### src/sv/eight_bit_cpu_execute_unit_defines.svh
// assertion helpers shared by the execute unit
`ifndef EIGHT_BIT_CPU_EXECUTE_UNIT_DEFINES_SVH
`define EIGHT_BIT_CPU_EXECUTE_UNIT_DEFINES_SVH

// same-cycle implication, checked outside reset
`define EBCPU_ASSERT_NOW(label, ante, cons, msg) \
    label: assert property (@(posedge clk) disable iff (!rst_n) (ante) |-> (cons)) \
        else $error(msg);

// next-cycle implication, checked outside reset
`define EBCPU_ASSERT_NEXT(label, ante, cons, msg) \
    label: assert property (@(posedge clk) disable iff (!rst_n) (ante) |=> (cons)) \
        else $error(msg);

`endif

### src/sv/ebcpu_pkg.sv
package ebcpu_pkg;

    // instruction opcodes
    typedef enum logic [3:0] {
        OP_ADD  = 4'd0,
        OP_SUB  = 4'd1,
        OP_MUL  = 4'd2,
        OP_LDI  = 4'd3,
        OP_BEQZ = 4'd4,
        OP_AND  = 4'd5,
        OP_OR   = 4'd6,
        OP_JR   = 4'd7,
        OP_SLC  = 4'd8,
        OP_SRC  = 4'd9,
        OP_LB   = 4'd10,
        OP_SB   = 4'd11
    } op_t;

    // status register bit positions
    localparam int FLAG_C = 4;
    localparam int FLAG_V = 3;
    localparam int FLAG_N = 2;
    localparam int FLAG_S = 1;
    localparam int FLAG_Z = 0;

    localparam int STATUS_W = 5;

endpackage

### src/sv/ebcpu_ram.sv
module ebcpu_ram #(
    parameter int WIDTH = 8,
    parameter int DEPTH = 64
) (
    input  logic                     clk,
    input  logic                     we,
    input  logic [$clog2(DEPTH)-1:0] waddr,
    input  logic [WIDTH-1:0]         wdata,
    input  logic                     re,
    input  logic [$clog2(DEPTH)-1:0] raddr,
    output logic [WIDTH-1:0]         rdata
);

    logic [WIDTH-1:0] mem [DEPTH];

    // one write port, registered read returning the old contents on collision
    always_ff @(posedge clk)
    begin
        if (we)
        begin
            mem[waddr] <= wdata;
        end
        if (re)
        begin
            rdata <= mem[raddr];
        end
    end

endmodule

### src/sv/eight_bit_cpu_execute_unit.sv
// Execute stage of an 8-bit machine: one decoded instruction per request on the slave
// stream, one result per instruction on the master stream, in order. An instruction can be
// accepted every cycle unless the master side stalls; register and data memory are read at
// the accepting edge, then the instruction executes; when the stage advances it writes back
// and loads an output register that decouples the master side. The 64 byte registers
// live in two copies of a synchronous RAM, one per read port, and the data bytes in a
// third; a write made in the same cycle as a read of that entry is forwarded, and per-entry
// valid bits make never-written entries read as zero after reset, so no clearing pass is
// needed. The status flags are kept in flip-flops and updated as each instruction retires.
`include "eight_bit_cpu_execute_unit_defines.svh"

module eight_bit_cpu_execute_unit #(
    parameter int REGISTER_COUNT = 64,
    parameter int DATA_DEPTH     = 64
) (
    input  logic        clk,
    input  logic        rst_n,
    input  logic        s_tvalid,
    output logic        s_tready,
    // operation[3:0], reg_a[9:4], operand_b[15:10], instr_addr[31:16]
    input  logic [31:0] s_tdata,
    output logic        m_tvalid,
    input  logic        m_tready,
    // next_pc[15:0], redirect[16], status_flags[21:17], written_value[29:22],
    // undefined_opcode[30], zero pad[31]
    output logic [31:0] m_tdata
);

    import ebcpu_pkg::*;

    localparam int RF_AW = $clog2(REGISTER_COUNT);
    localparam int DM_AW = $clog2(DATA_DEPTH);
    localparam logic [6:0] RF_LIMIT = 7'(REGISTER_COUNT);
    localparam logic [6:0] DM_LIMIT = 7'(DATA_DEPTH);

    // request fields
    logic [3:0]  in_op;
    logic [5:0]  in_ra;
    logic [5:0]  in_fb;
    logic [15:0] in_pc;
    logic        in_ra_ok;
    logic        in_fb_ok;
    logic        in_dm_ok;
    logic        accept;
    logic        s1_adv;

    assign in_op    = s_tdata[3:0];
    assign in_ra    = s_tdata[9:4];
    assign in_fb    = s_tdata[15:10];
    assign in_pc    = s_tdata[31:16];
    assign in_ra_ok = {1'b0, in_ra} < RF_LIMIT;
    assign in_fb_ok = {1'b0, in_fb} < RF_LIMIT;
    assign in_dm_ok = {1'b0, in_fb} < DM_LIMIT;

    // execute stage registers
    logic                      s1_valid_reg;
    logic [3:0]                s1_op_reg;
    logic [5:0]                s1_ra_reg;
    logic [5:0]                s1_fb_reg;
    logic [15:0]               s1_pc_reg;
    logic                      a_live_reg;
    logic                      b_live_reg;
    logic                      m_live_reg;
    logic                      rf_byp_en_reg;
    logic [5:0]                rf_byp_addr_reg;
    logic [7:0]                rf_byp_data_reg;
    logic                      dm_byp_en_reg;
    logic [5:0]                dm_byp_addr_reg;
    logic [7:0]                dm_byp_data_reg;
    logic [REGISTER_COUNT-1:0] rf_valid_reg;
    logic [DATA_DEPTH-1:0]     dm_valid_reg;
    logic [STATUS_W-1:0]       status_reg;

    // output register
    logic                out_valid_reg;
    logic [15:0]         out_next_pc_reg;
    logic                out_redirect_reg;
    logic [STATUS_W-1:0] out_flags_reg;
    logic [7:0]          out_written_reg;
    logic                out_undef_reg;

    // handshake: the execute stage moves on whenever the output register frees up
    assign s1_adv   = s1_valid_reg && (!out_valid_reg || m_tready);
    assign s_tready = !s1_valid_reg || s1_adv;
    assign accept   = s_tvalid && s_tready;

    // memory ports
    logic       rf_we;
    logic       dm_we;
    logic [7:0] rf_a_rdata;
    logic [7:0] rf_b_rdata;
    logic [7:0] dm_rdata;
    logic [7:0] ex_value;
    logic [7:0] opa;
    logic [7:0] opb;
    logic [7:0] opm;

    ebcpu_ram #(.WIDTH(8), .DEPTH(REGISTER_COUNT)) u_rf_a (
        .clk   (clk),
        .we    (rf_we),
        .waddr (s1_ra_reg[RF_AW-1:0]),
        .wdata (ex_value),
        .re    (accept),
        .raddr (in_ra[RF_AW-1:0]),
        .rdata (rf_a_rdata)
    );

    ebcpu_ram #(.WIDTH(8), .DEPTH(REGISTER_COUNT)) u_rf_b (
        .clk   (clk),
        .we    (rf_we),
        .waddr (s1_ra_reg[RF_AW-1:0]),
        .wdata (ex_value),
        .re    (accept),
        .raddr (in_fb[RF_AW-1:0]),
        .rdata (rf_b_rdata)
    );

    ebcpu_ram #(.WIDTH(8), .DEPTH(DATA_DEPTH)) u_dm (
        .clk   (clk),
        .we    (dm_we),
        .waddr (s1_fb_reg[DM_AW-1:0]),
        .wdata (opa),
        .re    (accept),
        .raddr (in_fb[DM_AW-1:0]),
        .rdata (dm_rdata)
    );

    // operand select: same-cycle write forwarded, never-written entries read zero
    always_comb
    begin
        if (rf_byp_en_reg && (rf_byp_addr_reg == s1_ra_reg))
            opa = rf_byp_data_reg;
        else
            opa = a_live_reg ? rf_a_rdata : 8'h00;
        if (rf_byp_en_reg && (rf_byp_addr_reg == s1_fb_reg))
            opb = rf_byp_data_reg;
        else
            opb = b_live_reg ? rf_b_rdata : 8'h00;
        if (dm_byp_en_reg && (dm_byp_addr_reg == s1_fb_reg))
            opm = dm_byp_data_reg;
        else
            opm = m_live_reg ? dm_rdata : 8'h00;
    end

    // execute
    logic [15:0]         ex_next_pc;
    logic [15:0]         ex_seq_pc;
    logic                ex_redirect;
    logic [STATUS_W-1:0] ex_flags;
    logic [7:0]          ex_written;
    logic                ex_undef;
    logic                ex_rf_wr;
    logic                ex_dm_wr;
    logic                s1_ra_ok;
    logic                s1_dm_ok;

    assign ex_seq_pc = s1_pc_reg + 16'd1;
    assign s1_ra_ok  = {1'b0, s1_ra_reg} < RF_LIMIT;
    assign s1_dm_ok  = {1'b0, s1_fb_reg} < DM_LIMIT;

    always_comb
    begin
        logic [8:0]  sum;
        logic [15:0] prod;
        logic [15:0] rot_l;
        logic [15:0] rot_r;
        logic        ovf;
        sum   = {1'b0, opa} + {1'b0, opb};
        prod  = {8'h00, opa} * {8'h00, opb};
        rot_l = {opa, opa} << s1_fb_reg[2:0];
        rot_r = {opa, opa} >> s1_fb_reg[2:0];
        ovf   = 1'b0;

        ex_next_pc  = ex_seq_pc;
        ex_redirect = 1'b0;
        ex_flags    = status_reg;
        ex_value    = 8'h00;
        ex_undef    = 1'b0;
        ex_rf_wr    = 1'b0;
        ex_dm_wr    = 1'b0;

        unique case (s1_op_reg)
            OP_ADD:
            begin
                ex_value         = sum[7:0];
                ex_rf_wr         = 1'b1;
                ovf              = ~(opa[7] ^ opb[7]) & (opa[7] ^ sum[7]);
                ex_flags[FLAG_C] = sum[8];
                ex_flags[FLAG_V] = ovf;
                ex_flags[FLAG_S] = sum[7] ^ ovf;
            end
            OP_SUB:
            begin
                ex_value         = opa - opb;
                ex_rf_wr         = 1'b1;
                ovf              = (opa[7] ^ opb[7]) & (opa[7] ^ ex_value[7]);
                ex_flags[FLAG_V] = ovf;
                ex_flags[FLAG_S] = ex_value[7] ^ ovf;
            end
            OP_MUL:
            begin
                ex_value = prod[7:0];
                ex_rf_wr = 1'b1;
            end
            OP_LDI:
            begin
                ex_value = {{2{s1_fb_reg[5]}}, s1_fb_reg};
                ex_rf_wr = 1'b1;
            end
            OP_BEQZ:
            begin
                if (opa == 8'h00)
                begin
                    ex_next_pc  = ex_seq_pc + {{10{s1_fb_reg[5]}}, s1_fb_reg};
                    ex_redirect = 1'b1;
                end
            end
            OP_AND:
            begin
                ex_value = opa & opb;
                ex_rf_wr = 1'b1;
            end
            OP_OR:
            begin
                ex_value = opa | opb;
                ex_rf_wr = 1'b1;
            end
            OP_JR:
            begin
                ex_next_pc  = {opa, opb};
                ex_redirect = 1'b1;
            end
            OP_SLC:
            begin
                ex_value = rot_l[15:8];
                ex_rf_wr = 1'b1;
            end
            OP_SRC:
            begin
                ex_value = rot_r[7:0];
                ex_rf_wr = 1'b1;
            end
            OP_LB:
            begin
                ex_value = opm;
                ex_rf_wr = 1'b1;
            end
            OP_SB:
            begin
                ex_value = opa;
                ex_dm_wr = 1'b1;
            end
            default:
            begin
                ex_undef = 1'b1;
            end
        endcase

        // arithmetic, logic and rotates refresh N and Z
        if (s1_op_reg == OP_ADD || s1_op_reg == OP_SUB || s1_op_reg == OP_MUL ||
            s1_op_reg == OP_AND || s1_op_reg == OP_OR || s1_op_reg == OP_SLC ||
            s1_op_reg == OP_SRC)
        begin
            ex_flags[FLAG_N] = ex_value[7];
            ex_flags[FLAG_Z] = (ex_value == 8'h00);
        end

        ex_written = ex_value;
    end

    assign rf_we = s1_adv && ex_rf_wr && s1_ra_ok;
    assign dm_we = s1_adv && ex_dm_wr && s1_dm_ok;

    // pipeline control, valid bits, forwarding and status
    always_ff @(posedge clk or negedge rst_n)
    begin
        if (!rst_n)
        begin
            s1_valid_reg  <= 1'b0;
            out_valid_reg <= 1'b0;
            rf_byp_en_reg <= 1'b0;
            dm_byp_en_reg <= 1'b0;
            rf_valid_reg  <= '0;
            dm_valid_reg  <= '0;
            status_reg    <= '0;
        end
        else
        begin
            if (accept)
                s1_valid_reg <= 1'b1;
            else if (s1_adv)
                s1_valid_reg <= 1'b0;

            if (s1_adv)
                out_valid_reg <= 1'b1;
            else if (m_tready)
                out_valid_reg <= 1'b0;

            if (accept)
            begin
                rf_byp_en_reg <= rf_we;
                dm_byp_en_reg <= dm_we;
            end

            if (rf_we)
                rf_valid_reg[s1_ra_reg[RF_AW-1:0]] <= 1'b1;
            if (dm_we)
                dm_valid_reg[s1_fb_reg[DM_AW-1:0]] <= 1'b1;

            if (s1_adv)
                status_reg <= ex_flags;
        end
    end

    // payload registers
    always_ff @(posedge clk)
    begin
        if (accept)
        begin
            s1_op_reg       <= in_op;
            s1_ra_reg       <= in_ra;
            s1_fb_reg       <= in_fb;
            s1_pc_reg       <= in_pc;
            a_live_reg      <= in_ra_ok && rf_valid_reg[in_ra[RF_AW-1:0]];
            b_live_reg      <= in_fb_ok && rf_valid_reg[in_fb[RF_AW-1:0]];
            m_live_reg      <= in_dm_ok && dm_valid_reg[in_fb[DM_AW-1:0]];
            rf_byp_addr_reg <= s1_ra_reg;
            rf_byp_data_reg <= ex_value;
            dm_byp_addr_reg <= s1_fb_reg;
            dm_byp_data_reg <= opa;
        end
        if (s1_adv)
        begin
            out_next_pc_reg  <= ex_next_pc;
            out_redirect_reg <= ex_redirect;
            out_flags_reg    <= ex_flags;
            out_written_reg  <= ex_written;
            out_undef_reg    <= ex_undef;
        end
    end

    assign m_tvalid = out_valid_reg;
    assign m_tdata  = {1'b0, out_undef_reg, out_written_reg, out_flags_reg,
                       out_redirect_reg, out_next_pc_reg};

    // checks
    `EBCPU_ASSERT_NOW(a_ready_when_empty, !s1_valid_reg, s_tready,
        "input not ready while the execute stage is empty")
    `EBCPU_ASSERT_NEXT(a_accept_fills_stage, accept, s1_valid_reg,
        "accepted instruction did not reach the execute stage")
    `EBCPU_ASSERT_NOW(a_undef_no_write, s1_valid_reg && ex_undef,
        !rf_we && !dm_we && !ex_redirect,
        "undefined opcode changed state")
    `EBCPU_ASSERT_NOW(a_seq_pc, s1_adv && !ex_redirect, ex_next_pc == ex_seq_pc,
        "sequential next address is not the following instruction")

endmodule

### config.mk
export PLATFORM = sky130hd
export DESIGN_NAME = eight_bit_cpu_execute_unit
export DESIGN_NICKNAME = d
export VERILOG_FILES = /design/src/sv/ebcpu_pkg.sv /design/src/sv/ebcpu_ram.sv /design/src/sv/eight_bit_cpu_execute_unit.sv
export VERILOG_INCLUDE_DIRS = /design/src /design/src/sv
export SDC_FILE = /design/constraint.sdc
export NUM_CORES = 2
export LEC_CHECK = 0
export BUFFER_PORTS_ARGS = -buffer_cell sky130_fd_sc_hd__buf_2
export CORE_ASPECT_RATIO = 2
export CORE_UTILIZATION = 52
export CTS_CLUSTER_DIAMETER = 30
export DETAILED_ROUTE_END_ITERATION = 10
export PLACE_DENSITY = 0.68
export SKIP_LAST_GASP = 1
export SLEW_MARGIN = 20
export SYNTH_ARGS = -nofsm -noshare
export SYNTH_HDL_FRONTEND = slang
export SYNTH_SLANG_ARGS = --single-unit
### constraint.sdc
create_clock -name clk -period 15.85 [get_ports clk]
set_input_delay 0.7925 -clock clk [delete_from_list [all_inputs] [get_ports clk]]
set_output_delay 0.7925 -clock clk [all_outputs]
set_load 0.01 [all_outputs]
; ---- After elaboration in Yosys (flattened, before gate mapping)
; Memories as Yosys holds them, arrays and structs flattened. A register that Yosys moved wholly into a read port is not among the register bits.
; Cells that the tools add are included.
[word_totals]
n_memories = 3
regBits = 231
out_inout_bits = 34
rom_bits = 0
ramBits = 1536
in_bits = 36
wordCells = 128
latchBits = 0
[mem_list]
columns = memory, words, width, rd, rd_clocked_by_memory_dff, write_ports, line_no
row1 = u_dm.mem, 64, 8, 1, 1, 1, ebcpu_ram.sv:14  ; logic [WIDTH-1:0] mem [DEPTH];
row2 = u_rf_a.mem, 64, 8, 1, 1, 1, ebcpu_ram.sv:14
row3 = u_rf_b.mem, 64, 8, 1, 1, 1, ebcpu_ram.sv:14
[classes]
bitwise = 12
reduce_logical = 26
n_mux = 37
shift = 2
n_div = 0
eq_ne = 14
n_mul = 1
n_lt_le_gt_ge = 6
n_addsub = 4
[ops]
columns = operator, n
row1 = $or 64x64->64, 2
row2 = $pmux 8 s10, 1
row3 = $mux 8, 6
row4 = $pmux 16 s2, 1
row5 = $lt 6x7->1 const B, 4
row6 = $mux 1, 20
row7 = $bmux 1 s6, 3
row8 = $eq 6x6->1, 3
row9 = $add 16x1->16 const B, 1
row10 = $add 16x16->16, 1
row11 = $eq 4x3->1 const B, 4
row12 = $eq 4x4->1 const B, 4
row13 = $logic_not 8->1, 2
row14 = $mux 16, 1
row15 = $shl 16x3->16, 1
row16 = $shr 16x3->8, 1
row17 = $demux 1 s6, 2
row18 = $ge 6x1->1 const B, 2
row19 = $reduce_or 12->1, 1
row20 = $add 8x8->9, 1
row21 = $logic_and 1x1->1, 9
row22 = $reduce_or 9->1, 1
row23 = $and 8x8->8, 1
row24 = $eq 4x2->1 const B, 2
row25 = 12 further kinds, 28

; ---- Longest topological paths before layout
[depth]
ltp_word = 8
ltp_mapped = 25
ltp_nobuf = 24

; ---- Modules after synthesis
; A second synthesis with hierarchy kept.
[hier_totals]
cells_unflattened = 4103
area_unflattened_um2 = 75368.5
[modules_own_cells]
columns = mod, instances, cells_each, area_per_inst_um2, seq_area_each_um2
row1 = ebcpu_ram, 3, 940, 20246.9, 15615.0
row2 = eight_bit_cpu_execute_unit, 1, 1283, 14627.8, 6251.0

; ---- Worst setup path after synthesis
; No wires, ideal clock.
[synth_path]
path_type = register to register
startpoint = register s1_fb_reg[5]
endpoint = register out_flags_reg[0] (data pin)
synth_period_minus_slack_ps = 6761
path_stages_with_launch = 24
t_arrival_ps = 6449
setup_ps = 312
slack_ps = 9089
n_path_buf = 1
required_ps = 15538
path_cell_list = edfxtp_1 buf_2 xnor2_1 nand4_1 nor2_2 nor2_1 a21oi_1 inv_1 ha_1 fa_1 fa_1 ha_1 inv_1 fa_1 inv_1 ha_1 a21o_1 a21oi_1 xnor2_1 xnor2_1 xnor2_1 xnor3_1 o211ai_2 o31ai_1
[synth_via]
elab_chain_cells = 7
[synth_rtl]
columns = item, line_no
row1 = start: declaration, eight_bit_cpu_execute_unit.sv:59  ; logic [5:0] s1_fb_reg;
row2 = start signal: assignment, eight_bit_cpu_execute_unit.sv:322  ; s1_fb_reg <= in_fb;
row3 = $eq 6x6->1, eight_bit_cpu_execute_unit.sv:135  ; if (rf_byp_en_reg && (rf_byp_addr_reg == s1_fb_reg))
row4 = $logic_and 1x1->1, eight_bit_cpu_execute_unit.sv:135
row5 = $mux 8, eight_bit_cpu_execute_unit.sv:135
row6 = "$mul 8x8->8, or another cell as far along", eight_bit_cpu_execute_unit.sv:169  ; prod = {8'h00, opa} * {8'h00, opb};
row7 = $pmux 8 s10 *, eight_bit_cpu_execute_unit.sv:182  ; unique case (s1_op_reg)
row8 = via ex_value[7], eight_bit_cpu_execute_unit.sv:93  ; logic [7:0] ex_value;
row9 = $logic_not 8->1 *, eight_bit_cpu_execute_unit.sv:265  ; ex_flags[FLAG_Z] = (ex_value == 8'h00);
row10 = $mux 1 *, eight_bit_cpu_execute_unit.sv:260  ; if (s1_op_reg == OP_ADD || s1_op_reg == OP_SUB || s1_op_reg == OP_MUL ||
row11 = via ex_flags[0], eight_bit_cpu_execute_unit.sv:149  ; logic [STATUS_W-1:0] ex_flags;
row12 = end signal: assignment, eight_bit_cpu_execute_unit.sv:336  ; out_flags_reg <= ex_flags;
row13 = end: declaration, eight_bit_cpu_execute_unit.sv:78  ; logic [STATUS_W-1:0] out_flags_reg;
; Mark *: on every way through the listed nets, which the timed path passes. The rest lies on a longest branch.
; A chain may end at the register's enable or synchronous reset.

; ---- Final worst setup path
[layout_path]
startpoint = register s1_fb_reg[5]
endpoint = memory u_rf_a.mem[36][6] (data pin)
[layout_via]
elab_chain_cells = 5
[layout_rtl]
columns = item, line_no
row1 = $eq 6x6->1, eight_bit_cpu_execute_unit.sv:135
row2 = $logic_and 1x1->1, eight_bit_cpu_execute_unit.sv:135
row3 = $mux 8, eight_bit_cpu_execute_unit.sv:135
row4 = "$mul 8x8->8, or another cell as far along", eight_bit_cpu_execute_unit.sv:169
row5 = $pmux 8 s10 *, eight_bit_cpu_execute_unit.sv:182
row6 = via ex_value[6], eight_bit_cpu_execute_unit.sv:93
row7 = end: declaration, ebcpu_ram.sv:14
; Marked as above.

==> metrics.txt <==
Max clock buf depth 3; reg2reg path depth 23; Layout Nets 3244; TritonCTS clock tree done; VDD IR max around 0.0001 V; slew margin rel. around a fifth; die height 473 um; commonest non-fill, non-tap cell in the layout edfxtp_1; postcts setup bufs 0; fin. max-slew vios 0; via count of the routed design 30700; max-cap viol count 0; vias in the first global route 32900; GRT met2 Usage a little over half; DR DRC count 0; Final Core Density 59.2%; asr flop ratio synth 10.7%; share of cells above drive strength 1 between 30% and 40%; first-pass GRT wire length between 200000 and 250000 um; most frequent cells in the layout edfxtp_1 (1142), mux4_2 (580), nor2_1 (193); total CTS buffers about 150; Hold Fails Final Rpt 0; via density per instance approximately 6.5; FF-to-FF setup slack about 8 ns; Total Die Area around 110000 um^2; final setup TNS 0 ns; clock period minus worst slack about 7.8 ns; RSZ-0062 raised after global routing no; CP endpoint u_rf_a.mem[36][6]$_DFFE_PP_; final setup vio count 0; initial antenna violation count 16; Core ar. roughly 110000 um^2; clk sinks 1279; GR Util All Layers between 30% and 40%; GR peak layer met2; library cells used by synthesis 80; met1 track demand over resource a little under a third; flop and latch count out of synthesis 1279; worst-path cell chain xnor2_1 -> nand4_1 -> nor2_2 -> nor2_1 -> a21oi_1 -> inv_1 -> ha_1 -> inv_1 -> fa_1 -> inv_1 -> ha_1 -> inv_1 -> fa_1 -> fa_1 -> inv_1 -> ha_1 -> xor2_1 -> or3_1 -> a21oi_1 -> a211oi_1 -> nand2_1 -> a211oi_1 -> clkinv_2; Pre-Repair DR Iteration Count 5; Fmax ~130 MHz; Routed Antenna Nets 0; top flop regs u_dm.mem: 512 flops, u_rf_b.mem: 280 flops, u_rf_a.mem: 232 flops; CP max-delay cell edfxtp_1; FP Rows about 170; Clock Tree Root clkbuf_16; crit start category flop; area of the mapped netlist approximately 58000 um^2; clock skew roughly 0.031 ns; pwr dens 126 nW/um^2; largest net degree at the start of global routing 110; Main synth FF type edfxtp_1; Placer Congestion between 1 and 1.5; cts repair resizes 0; Synth Instances between 3000 and 4000; Total Routed Length ~160000 um; H-tree depth 4; grt total ovfl 0; leakage power 22.2 nW; DP Wirelength 110000 um; Seq. cell area about 38000 um^2; multi-input logic area approximately 19000 um^2; outcome complete, no violations; RR Endpoint u_rf_a.mem[36][6]$_DFFE_PP_; syn_area_per_cell roughly 19 um^2; Worst path most repeated cell inv_1; Crit path required time 16.02 ns; CP Max Fanout 66; Routed WL per cell 34.7 um; fillcell total 7876; Reg clk slew, reported paths roughly 0.06 ns; beginning of the critical path s1_fb_reg[5]$_DFFE_PP_; CP arrival about 8 ns; Top Ports 70; sequential element share of the synthesized area around two thirds; endpoint class of the critical path flop; # hold bufs at CTS 0; CP Class flop to flop; Layout Cells excl Fill ~4700; Hold Path Class input pin to asynchronous set/reset pin; total placed cells including tap cells about 4500; Top reg by flops u_dm.mem; reg-to-reg startpoint s1_fb_reg[5]$_DFFE_PP_; Syn Nets 3121; starting density of the core 52.4%; Die X between 200 and 250 um; fin crit share 49.3%; cell area after layout between 60000 and 70000 um^2; Slew @ Worst Pin between 1 and 1.5 ns; Area Growth Syn to Fin 12.8%; met3 GRT Util under 10%; Port-buffer cells between 60 and 70; max FFs per register slightly above 500; first-iteration detailed-routing DRC count 2825; warnings from Yosys 0; crit-path max cell delay ~0.95 ns; Post-synth EDFFs 1142; later-pin clock latency in the skew report around 0.79 ns; placed inst area about 60000 um^2
==> routing by layer <==
metal  up-vias  part of all wire (%)
met1     16300                    32
met2      1345                    54
met3       469                   5.3
li1      12600                     -
met4        12                   8.8
met5         -                 0.050
==> cell usage after synthesis (all sizes together) (6+ instances only) <==
library cell,n,area (um^2)
edfxtp,1142,34300
mux4,580,13100
nor2,205,780
dfrtp,137,3430
or2,134,838
clkbuf,110,413
nand2,102,385
inv,67,251
buf,61,264
ha,56,701
a21oi,48,240
xnor2,47,427
o21ai,24,120
nand3,22,115
nand2b,20,125
and2,18,113
xor2,16,140
mux2i,15,163
fa,14,280
nor3,14,70.1
nor2b,13,81.3
o22ai,13,81.3
nand4,12,81.3
o211ai,12,95.1
mux2,11,124
a21o,10,75.1
o221ai,9,78.8
nor4,8,50.1
a211oi,7,52.6
a22oi,7,52.6
or3,7,43.8
nand3b,6,45.0
o31ai,6,45.0
==> worst min path at each step <==
stage                                       startpoint                           end  slack (ns)  cells past startpoint
after floorplan                 s1_ra_reg[1]$_DFFE_PP_  rf_byp_addr_reg[1]$_DFFE_PP_        0.42                      0
final                                            rst_n  rf_valid_reg[50]$_DFFE_PN0P_        0.05                      1
after global placement    dm_valid_reg[42]$_DFFE_PN0P_  dm_valid_reg[42]$_DFFE_PN0P_        0.44                      1
after detailed placement   dm_valid_reg[4]$_DFFE_PN0P_   dm_valid_reg[4]$_DFFE_PN0P_        0.45                      1
after global routing                             rst_n  rf_valid_reg[49]$_DFFE_PN0P_         0.1                      1
after CTS                                        rst_n  rf_valid_reg[50]$_DFFE_PN0P_        0.09                      1
==> cells by family (layout without fill, tap and decap cells) <==
kind of cell	Yosys count	in the layout	share of synthesized area [%]
AOI/OAI and AO/OA	177	177	2.09
xor gates and xnor gates	64	64	1.02
adders and majority gates	70	70	1.70
buffers and inverters	238	483	1.61
DFF	1279	1279	65.4
muxes	606	606	23.1
other	1	8	0.00650
and+or+nand+nor	580	580	5.02
==> critical path: cells and delay by family (launching register included) <==
kind                     cells  cell delay (ns)
XOR/XNOR                     2             0.40
AND/OR/NAND/NOR              5             0.82
flip-flops                   1             0.95
adder cells (fa/ha/maj)      6             2.15
buffers and inverters        6             1.19
AO/OA/AOI/OAI                4             1.53
==> cell type report <==
| class | count | share of cell area (%) |
|---|---|---|
| Clock inverter | 103 | 1.84 |
| Clock buffer | 166 | 5.99 |
| Sequential cell | 1279 | 58.0 |
| Timing Repair Buffer | 147 | 1.60 |
| Multi-Input combinational cell | 1498 | 29.3 |
| Antenna cell | 7 | 0.0269 |
| Tap cell | 1479 | 2.84 |
| Inverter | 67 | 0.394 |
==> through the flow <==
stage | hold slack, ns | power (mW) | worst slack, ns
global route | 0.0960 | 8.38 | 7.67
finish | 0.0499 | 8.17 | 8.04
global placement | 0.445 | 4.71 | 8.61
floorplan | 0.421 | 4.41 | 9.09
CTS | 0.0880 | 8.21 | 8.37
detailed placement | 0.449 | 4.74 | 8.44
==> power by group <==
group          internal (mW)  switching, mW
Sequential              3.82         0.0428
Clock                   2.03           1.47
Combinational          0.303          0.506
(Power assumes the default switching activity.)
